File: src/design/sdas_pkg.sv
// Package with the types, constants and digit functions of the signed decimal unit.
`timescale 1ns / 1ps
package sdas_pkg;

  localparam int unsigned MaxDigits     = 16;
  localparam int unsigned DigitW        = 4;
  localparam int unsigned WordW         = MaxDigits * DigitW;
  localparam int unsigned DigitsDefault = 16;
  localparam int unsigned KindW         = 2;

  localparam logic [DigitW-1:0] DigitMax = 4'd9;

  // Operation codes. Code 3 is unused and yields an all-zero result.
  typedef enum logic [KindW-1:0] {
    KIND_ADD = 2'd0,
    KIND_SUB = 2'd1,
    KIND_CMP = 2'd2
  } kind_e;

  typedef struct packed {
    logic [KindW-1:0] kind;
    logic             a_negative;
    logic [WordW-1:0] a_digits;
    logic             b_negative;
    logic [WordW-1:0] b_digits;
  } in_t;

  typedef struct packed {
    logic             result_negative;
    logic [WordW-1:0] result_digits;
    logic             overflow;
    logic             greater_or_equal;
  } out_t;

  // What travels from one digit cell to the next.
  typedef struct packed {
    logic [KindW-1:0] kind;
    logic             a_neg;
    logic             b_neg;
    logic [WordW-1:0] a;
    logic [WordW-1:0] b;
    logic [WordW-1:0] sum;      // |a| + |b|
    logic [WordW-1:0] diff_ab;  // |a| - |b|
    logic [WordW-1:0] diff_ba;  // |b| - |a|
    logic             carry;
    logic             borrow_ab;
    logic             borrow_ba;
    logic             a_zero;
    logic             b_zero;
  } stage_t;

  typedef struct packed {
    logic              c;
    logic [DigitW-1:0] d;
  } digit_res_t;

  // A nibble above nine reads as nine.
  function automatic logic [DigitW-1:0] clamp_digit(input logic [DigitW-1:0] x);
    return (x > DigitMax) ? DigitMax : x;
  endfunction

  function automatic digit_res_t add_digit(input logic [DigitW-1:0] x,
                                           input logic [DigitW-1:0] y,
                                           input logic              cin);
    logic [DigitW:0] s;
    digit_res_t      r;
    s = {1'b0, x} + {1'b0, y} + {{DigitW{1'b0}}, cin};
    if (s >= 5'd10) begin
      r.c = 1'b1;
      r.d = DigitW'(s - 5'd10);
    end else begin
      r.c = 1'b0;
      r.d = DigitW'(s);
    end
    return r;
  endfunction

  function automatic digit_res_t sub_digit(input logic [DigitW-1:0] x,
                                           input logic [DigitW-1:0] y,
                                           input logic              bin);
    logic [DigitW:0] t;
    digit_res_t      r;
    t = ({1'b0, x} + 5'd10) - ({1'b0, y} + {{DigitW{1'b0}}, bin});
    if (t >= 5'd10) begin
      r.c = 1'b0;
      r.d = DigitW'(t - 5'd10);
    end else begin
      r.c = 1'b1;
      r.d = DigitW'(t);
    end
    return r;
  endfunction

endpackage

File: src/design/sdas_cell.sv
// One digit cell: adds and subtracts one decimal digit and registers the transaction.
`timescale 1ns / 1ps
module sdas_cell import sdas_pkg::*; #(
  parameter int unsigned Idx = 0
) (
  input  logic   clk_i,
  input  logic   rst_ni,
  input  logic   valid_i,
  output logic   ready_o,
  input  stage_t data_i,
  output logic   valid_o,
  input  logic   ready_i,
  output stage_t data_o
);

  logic              valid_q;
  stage_t            data_q;
  stage_t            data_d;
  logic [DigitW-1:0] da;
  logic [DigitW-1:0] db;
  digit_res_t        s_add;
  digit_res_t        s_ab;
  digit_res_t        s_ba;

  assign ready_o = !valid_q || ready_i;

  always_comb begin
    da    = clamp_digit(data_i.a[Idx*DigitW +: DigitW]);
    db    = clamp_digit(data_i.b[Idx*DigitW +: DigitW]);
    s_add = add_digit(da, db, data_i.carry);
    s_ab  = sub_digit(da, db, data_i.borrow_ab);
    s_ba  = sub_digit(db, da, data_i.borrow_ba);

    data_d = data_i;
    data_d.sum[Idx*DigitW +: DigitW]     = s_add.d;
    data_d.diff_ab[Idx*DigitW +: DigitW] = s_ab.d;
    data_d.diff_ba[Idx*DigitW +: DigitW] = s_ba.d;
    data_d.carry     = s_add.c;
    data_d.borrow_ab = s_ab.c;
    data_d.borrow_ba = s_ba.c;
    data_d.a_zero    = data_i.a_zero && (da == '0);
    data_d.b_zero    = data_i.b_zero && (db == '0);
  end

  always_ff @(posedge clk_i or negedge rst_ni) begin
    if (!rst_ni) begin
      valid_q <= 1'b0;
    end else if (ready_o) begin
      valid_q <= valid_i;
    end
  end

  always_ff @(posedge clk_i) begin
    if (ready_o && valid_i) begin
      data_q <= data_d;
    end
  end

  assign valid_o = valid_q;
  assign data_o  = data_q;

endmodule

File: src/design/sdas_out.sv
// Output stage: picks sum or difference and fixes the sign, or answers the compare, and registers the result.
`timescale 1ns / 1ps
module sdas_out import sdas_pkg::*; (
  input  logic   clk_i,
  input  logic   rst_ni,
  input  logic   valid_i,
  output logic   ready_o,
  input  stage_t data_i,
  output logic   valid_o,
  input  logic   ready_i,
  output out_t   data_o
);

  logic valid_q;
  out_t data_q;
  out_t data_d;
  logic b_eff;
  logic a_sign;
  logic b_sign;

  assign ready_o = !valid_q || ready_i;

  always_comb begin
    data_d = '0;
    b_eff  = (data_i.kind == KIND_SUB) ? !data_i.b_neg : data_i.b_neg;
    a_sign = data_i.a_neg && !data_i.a_zero;
    b_sign = data_i.b_neg && !data_i.b_zero;
    case (data_i.kind)
      KIND_ADD, KIND_SUB: begin
        if (data_i.a_neg == b_eff) begin
          data_d.result_digits   = data_i.sum;
          data_d.overflow        = data_i.carry;
          data_d.result_negative = data_i.a_neg;
        end else if (!data_i.borrow_ab) begin
          data_d.result_digits   = data_i.diff_ab;
          data_d.result_negative = data_i.a_neg;
        end else begin
          data_d.result_digits   = data_i.diff_ba;
          data_d.result_negative = b_eff;
        end
        if (data_d.result_digits == '0) begin
          data_d.result_negative = 1'b0;
        end
      end
      KIND_CMP: begin
        if (a_sign != b_sign) begin
          data_d.greater_or_equal = !a_sign;
        end else if (!a_sign) begin
          data_d.greater_or_equal = !data_i.borrow_ab;
        end else begin
          data_d.greater_or_equal = !data_i.borrow_ba;
        end
      end
      default: begin
        data_d = '0;
      end
    endcase
  end

  always_ff @(posedge clk_i or negedge rst_ni) begin
    if (!rst_ni) begin
      valid_q <= 1'b0;
    end else if (ready_o) begin
      valid_q <= valid_i;
    end
  end

  always_ff @(posedge clk_i) begin
    if (ready_o && valid_i) begin
      data_q <= data_d;
    end
  end

  assign valid_o = valid_q;
  assign data_o  = data_q;

endmodule

File: src/design/signed_decimal_add_sub_compare.sv
// Top level of the signed packed-BCD add, subtract and compare unit.
`timescale 1ns / 1ps
// This unit adds, subtracts or compares two sign-magnitude packed BCD numbers of
// DIGITS digits and accepts one transaction per clock cycle unless the row stalls.
// Each transaction passes through a row of DIGITS identical digit cells, one cell per
// decimal digit from the least significant upward, followed by an output register.
// The first cell registers a transaction at the edge that accepts it, and its result
// passes through the register of every later cell and then the output register before
// it is offered on the output. Every cell works on its own digit and hands its decimal
// carry and its two borrows to the next cell, which is what sets the latency. Each
// cell computes the digit of |a| + |b|, |a| - |b| and |b| - |a| at once; the final
// borrow of |a| - |b| then tells which magnitude is larger, so the output stage picks
// the right difference, and it also answers the compare. A zero magnitude always
// comes out with a plus sign, a carry out of the top digit wraps and raises
// overflow, and operand nibbles above nine read as nine. Every stage has its own
// valid bit and stalls only when the stage after it is full, so a waiting result
// does not stop new transactions from entering while there is room in the row.
module signed_decimal_add_sub_compare import sdas_pkg::*; #(
  parameter int unsigned DIGITS = DigitsDefault
) (
  input  logic clk_i,
  input  logic rst_ni,
  input  logic in_valid_i,
  output logic in_ready_o,
  input  in_t  in_data_i,
  output logic out_valid_o,
  input  logic out_ready_i,
  output out_t out_data_o
);

  // Stage 0 is the entry into the first cell; stage DIGITS feeds the output register.
  logic   stage_valid [DIGITS+1];
  logic   stage_ready [DIGITS+1];
  stage_t stage_data  [DIGITS+1];

  // Results start at zero so that nibbles from index DIGITS upward stay zero.
  always_comb begin
    stage_data[0]           = '0;
    stage_data[0].kind      = in_data_i.kind;
    stage_data[0].a_neg     = in_data_i.a_negative;
    stage_data[0].b_neg     = in_data_i.b_negative;
    stage_data[0].a         = in_data_i.a_digits;
    stage_data[0].b         = in_data_i.b_digits;
    stage_data[0].a_zero    = 1'b1;
    stage_data[0].b_zero    = 1'b1;
  end

  assign stage_valid[0] = in_valid_i;
  assign in_ready_o     = stage_ready[0];

  for (genvar k = 0; k < DIGITS; k++) begin : g_cell
    sdas_cell #(
      .Idx(k)
    ) u_cell (
      .clk_i  (clk_i),
      .rst_ni (rst_ni),
      .valid_i(stage_valid[k]),
      .ready_o(stage_ready[k]),
      .data_i (stage_data[k]),
      .valid_o(stage_valid[k+1]),
      .ready_i(stage_ready[k+1]),
      .data_o (stage_data[k+1])
    );
  end

  sdas_out u_out (
    .clk_i  (clk_i),
    .rst_ni (rst_ni),
    .valid_i(stage_valid[DIGITS]),
    .ready_o(stage_ready[DIGITS]),
    .data_i (stage_data[DIGITS]),
    .valid_o(out_valid_o),
    .ready_i(out_ready_i),
    .data_o (out_data_o)
  );

endmodule

File: config.mk
export PLATFORM = sky130hd
export DESIGN_NAME = signed_decimal_add_sub_compare
export DESIGN_NICKNAME = d
export VERILOG_FILES = /design/src/design/sdas_pkg.sv /design/src/design/sdas_cell.sv /design/src/design/sdas_out.sv /design/src/design/signed_decimal_add_sub_compare.sv
export SDC_FILE = /design/constraint.sdc
export NUM_CORES = 2
export LEC_CHECK = 0
export BUFFER_PORTS_ARGS = -buffer_cell sky130_fd_sc_hd__buf_4
export CAP_MARGIN = 15
export CORE_UTILIZATION = 62
export CTS_CLUSTER_SIZE = 30
export DETAILED_ROUTE_END_ITERATION = 8
export PLACE_DENSITY = 0.79
export REMOVE_ABC_BUFFERS = 1
export SYNTH_ARGS = -nofsm -noshare
export SYNTH_HDL_FRONTEND = slang
export SYNTH_SLANG_ARGS = --single-unit
export TNS_END_PERCENT = 100
File: constraint.sdc
create_clock -name clk_i -period 20.8 [get_ports clk_i]
set_input_delay 1.04 -clock clk_i [delete_from_list [all_inputs] [get_ports clk_i]]
set_output_delay 1.04 -clock clk_i [all_outputs]
set_load 0.01 [all_outputs]
== After elaboration in Yosys (flattened, before gate mapping) ==
Index checks and enable logic that the tools add are counted.
Storage, ports and cells
  logic and storage cells: 697
  register bits: 3780
  output and inout port bits: 69
Cells by class
  order comparisons: 80
  reduce and logical (&&, ||, !) cells: 126
  equal/unequal tests: 4
  bitwise operators: 1
  add/sub/neg operators: 173
  multiplexer cells: 86
Operator list (count)
  5-bit by 4-bit greater-or-equal comparator with 1-bit output (second input constant): 48
  5-bit two-way mux: 48
  65-bit two-way mux: 3
  4-bit subtractor (second input constant): 48
  4-bit by 4-bit adder with 5-bit output (second input constant): 32
  4-bit by 1-bit adder with 5-bit output: 30
  5-bit subtractor: 30
  4-bit greater-than comparator (second input constant): 32
  4-bit logical NOT: 32
  4-bit two-way mux: 32
  4-bit by 4-bit adder with 5-bit output: 16
  5-bit by 1-bit adder with 5-bit output: 15
  64-bit logical NOT: 1
  1-bit logical AND: 49
  1-bit logical NOT: 23
  1-bit logical OR: 17
  5-bit by 4-bit subtractor with 5-bit output: 2
  2-bit OR reduction: 2
  1-bit two-way mux: 3
  2-bit by 1-bit == test with 1-bit output (second input constant): 1
  2-bit == test (second input constant): 1
  2-bit logical NOT: 1
  2-bit AND reduction: 1
  1-bit == test: 1
  other kinds (2): 2

== Longest topological paths before layout ==
  depth after elaboration: 19
  depth in mapped cells: 17
  depth with buffers taken out: 17

== Modules after synthesis ==
Synthesis repeated with hierarchy kept, for this count alone.
Second synthesis, totals
  cells, all modules: 7549
  area total of the unflattened synthesis: 176205.2 um^2
By module, submodules not included
  sdas_cell at g_cell[0].u_cell ...: instances 10, area each 10757.8 um^2, seq. area each 9904.5 um^2, cells an instance 448
  sdas_cell at g_cell[4].u_cell ...: instances 5, area each 10759.1 um^2, seq. area each 9904.5 um^2, cells an instance 449
  sdas_cell at g_cell[8].u_cell: instances 1, area each 10756.6 um^2, seq. area each 9904.5 um^2, cells an instance 447
  sdas_out: instances 1, area each 4067.7 um^2, seq. area each 2037.0 um^2, cells an instance 375
  signed_decimal_add_sub_compare: instances 1, area each 7.5 um^2, seq. area each 0.0 um^2, cells an instance 2

== Worst setup path before layout ==
No wires, ideal clock.
  kind: input port to flip-flop
  start point: input out_ready_i
  end point: register g_cell[10].u_cell.data_q (netlist bit g_cell[10].u_cell.data_o[0]) (enable)
  arrival time: 14254 ps
  required time: 19808 ps
  library setup time: 992 ps
  path slack: 5554 ps
  cell stages on the path: 3
  buffers on the path: 0
  path through: nand4b_1 > nor3_2 > a21boi_0
Between the ends
  word-level cells in the longest chain between the ends: 8
Ends and longest elaborated chain
  start: declaration: line signed_decimal_add_sub_compare.sv:27  | input logic out_ready_i,
  1-bit logical OR: line sdas_out.sv:21  | assign ready_o = !valid_q || ready_i;
  1-bit logical OR (6 in a row): line sdas_cell.sv:25  | assign ready_o = !valid_q || ready_i;
  1-bit logical AND: line sdas_cell.sv:54  | if (ready_o && valid_i) begin
  end signal: assignment: line sdas_cell.sv:55  | data_q <= data_d;
  end: declaration: line sdas_cell.sv:17  | stage_t data_q;
Every way passes these cells.
A chain may end at the register's enable or synchronous reset.

== Worst setup path in the final report ==
  start point: register g_cell[15].u_cell.valid_q
  end point: output in_ready_o
Between the ends
  word-level cells in the longest chain between the ends: 17
Ends and longest elaborated chain
  start: declaration: line sdas_cell.sv:16  | logic valid_q;
  start signal: assignment: line sdas_cell.sv:49  | valid_q <= valid_i;
  1-bit logical NOT: line sdas_cell.sv:25
  1-bit logical OR (16 in a row): line sdas_cell.sv:25
  end: declaration: line signed_decimal_add_sub_compare.sv:24  | output logic in_ready_o,
Every way passes these cells.

==> qor.yml <==
status: "finished, final reports clean"
clk_path_buf_depth: 4
setup_viol: 0
cts_buffers: 275
layout-area-overhead-vs-synth_pct: 13.1
grt_overflow: 0
max-cap-violations: 0
grt_max_degree: 171
nets: 5700
fp.dieH_um: 401
ys_seq_area_share_pct: 84.9
synthFlopType: "edfxtp_1"
syn_avg_cell_area_um2: 20.4
rsz0062_at_grt: "no"
first_iter_violations: 4827
synth_cell_type_count: 89
start_kind: "flip-flop"
clock_skew_ps: 52.3
power_density_nw_per_um2: 134
yosysWarnings: 0
postRouteWirelength_mm: 185
pin_count: 205
critical_path_class: "flip-flop to output pin"
max_freq_mhz: 213
synth_compound_area_share_pct: 3.00
cp_max_fo: 7
max-slew-margin-rel_pct: 24.7
gp_congestion: 0.870
tritoncts: "yes"
die_w_um: 401
synth_async_sr_flop_share_pct: 0.610
synthMuxAreaShare_pct: 1.49
timing.final.crit_period_ps: 4710
clk_pin_slew_ps: 60
drc: 0
cts_root_buffer: "clkbuf_16"
p_leak_nw: 40.2
h-tree-depth: 5
post_cts_buffers: 0
initial_core_util_pct: 62.8
synth_area_um2: 98500
dpl.hpwl_mm: 104
critPathRequiredTime_ps: 19760
synth-simple-area-share_pct: 3.44
grt_pass1_wl_mm: 279
coreArea_um2: 157000
synth_top_family_by_area: "adder cells"
final_antenna_net_count: 0
peakVddDrop_mv: 0.0850
syn-instance-count: 4826
drive_above_1_share_pct: 14.2
setup_tns_ps: 0
clock_latency_ps: 910
synth_edf_count: 2771
fin_cells: 7535
portBuffers: 204
grt_pass1_vias: 45102
synth_xor_area_share_pct: 1.32
hold_path_class: "input port to flip-flop"
wl_per_cell_um: 24.6
antenna_found_initial: 3
r2r_slack_ps: 16610
finalCritPeriodShare_pct: 22.6
cp_data_arrival_time_ps: 3670
cts_sinks: 2788
drtPass1Iterations: 9
fill_cells: 8365
cp-end-kind: "output pin"
final_hold_viol_count: 0
synthAdderAreaFrac_pct: 4.20
die-area_um2: 161000
tightest_slew_ps: 1130
viasPerCell: 5.83
slew_viol_final: 0
dr_total_vias: 43907
antenna_cells: 0
grt_usage_pct: 23.2
yosys_register_bits: 2788
rows: 145
dp_cells: 7065
layer usage:
layer  wire length [um]  global-route usage, %  vias to the layer above
met5                  0                      0                        -
met4               6150                   8.08                        0
met3              14100                   4.40                      428
met2              90900                   38.1                     2203
met1              73900                   31.7                    21850
li1                   -                      -                    19426
state kept, by name, summed over array words and instances (netlist names):
register / count
u_out.data_o: 67
g_cell.u_cell.data_o: 2704
u_out.valid_o: 1
g_cell.u_cell.valid_o: 16
Yosys cell counts, types with 14 or more instances:
library cell | count | area share, %
o31ai_1 | 15 | 0.11
edfxtp_1 | 2771 | 84
nor2_1 | 167 | 0.64
or2_2 | 27 | 0.17
nand3_1 | 34 | 0.17
nor4b_1 | 23 | 0.20
o21ai_0 | 61 | 0.31
nand2b_1 | 48 | 0.30
o221ai_2 | 17 | 0.26
and2_1 | 18 | 0.11
a211oi_1 | 75 | 0.57
xor2_1 | 30 | 0.27
maj3_1 | 16 | 0.16
nor3_1 | 27 | 0.14
a22oi_1 | 14 | 0.11
a21oi_2 | 30 | 0.27
fa_1 | 63 | 1.3
dfrtp_1 | 17 | 0.43
nor4_1 | 59 | 0.37
ha_1 | 216 | 2.7
a21oi_1 | 50 | 0.25
or3_1 | 32 | 0.20
inv_1 | 374 | 1.4
nand4_1 | 15 | 0.095
clkbuf_1 | 52 | 0.20
xnor2_1 | 105 | 0.93
mux2_2 | 15 | 0.17
nand2_1 | 114 | 0.43
mux2i_1 | 123 | 1.2
power breakdown:
| part | internal, W | leakage, nW | switching (W) |
|---|---|---|---|
| Clock | 0.00281 | 4.21 | 0.00204 |
| Sequential | 0.00757 | 27.4 | 0.000467 |
| Combinational | 0.000753 | 8.57 | 0.00134 |
| Total | 0.0111 | 40.2 | 0.00385 |
critical path: stages (launching register included):
cell      delay, ps
dfrtp_1         400
nand4b_1        320
nor3_2          740
and4_1          560
and4_1          400
nand2_1         170
buf_4           180
path summary, 6_finish.rpt:
kind                                                   startpoint                                      to  cells past startpoint
max                         g_cell[15].u_cell.valid_o$_DFFE_PN0P_                              in_ready_o                      6
min                                                 in_data_i[88]  g_cell[0].u_cell.data_o[284]$_DFFE_PP_                      1
max reg2reg                 g_cell[15].u_cell.valid_o$_DFFE_PN0P_  g_cell[0].u_cell.data_o[228]$_DFFE_PP_                      8
min reg2reg                g_cell[8].u_cell.data_o[328]$_DFFE_PP_  g_cell[9].u_cell.data_o[328]$_DFFE_PP_                      0
max in group asynchronous                                  rst_ni   g_cell[12].u_cell.valid_o$_DFFE_PN0P_                      2
min in group asynchronous                                  rst_ni    g_cell[1].u_cell.valid_o$_DFFE_PN0P_                      2
layout by cell type (no fill, tap or decap), types with 12 or more instances in the layout:
master     count
o21ai_0       61
a21oi_2       30
xor2_1        30
nand3_1       34
clkinv_1      53
ha_1         216
dfrtp_1       17
a211oi_1      75
a22oi_1       14
nand2_1      114
o21a_1        12
mux2i_1      123
or2_2         27
a21oi_1       48
nand4_1       15
nor4_1        58
nor3_1        27
buf_4        243
o221ai_2      17
nand2b_1      48
fa_1          63
or3_1         32
mux2_2        15
clkbuf_1      46
maj3_1        16
nor4b_1       23
o31ai_1       15
inv_1        374
bufinv_16     25
clkbuf_16    285
clkinv_2      35
nor2_1       167
edfxtp_1    2771
xnor2_1      104
timing repair:
action | CTS | global route
resized for setup | 0 | 0
endpoints found under the hold margin | 17 | 0
hold buffers | 1 | 0
endpoints found under the setup margin | 0 | 0
area by class of cell:
cell class,count,area [um2],area share [%]
multi-input cells,1600,13400,12.0
clock buffers,331,7300,6.55
flip-flops and latches,2788,83600,75.0
repair buffers,245,1850,1.66
inverters,375,1410,1.26
clock inverters,138,1340,1.20
well taps,2058,2570,2.31
kinds of logic after synthesis:
logic type / Yosys count
mux: 143
fa+ha+maj: 296
flops: 2788
buf+inv: 438
compound gates: 385
xor+xnor: 142
simple gates: 634
per-stage QoR:
stage	hold WS (ps)	utilization (%)	instance area, um2	power (W)	setup slack, ps
global placement	401	65.5	103000	0.00992	16230
global route	268	71.0	111000	0.0155	15950
detailed placement	405	65.5	103000	0.0101	15990
CTS	240	71.0	111000	0.0151	16090
floorplan	400	-	98300	0.00948	5550
finish	303	71.0	111000	0.0150	16090
No activity file was read; power rests on OpenSTA's default activity.
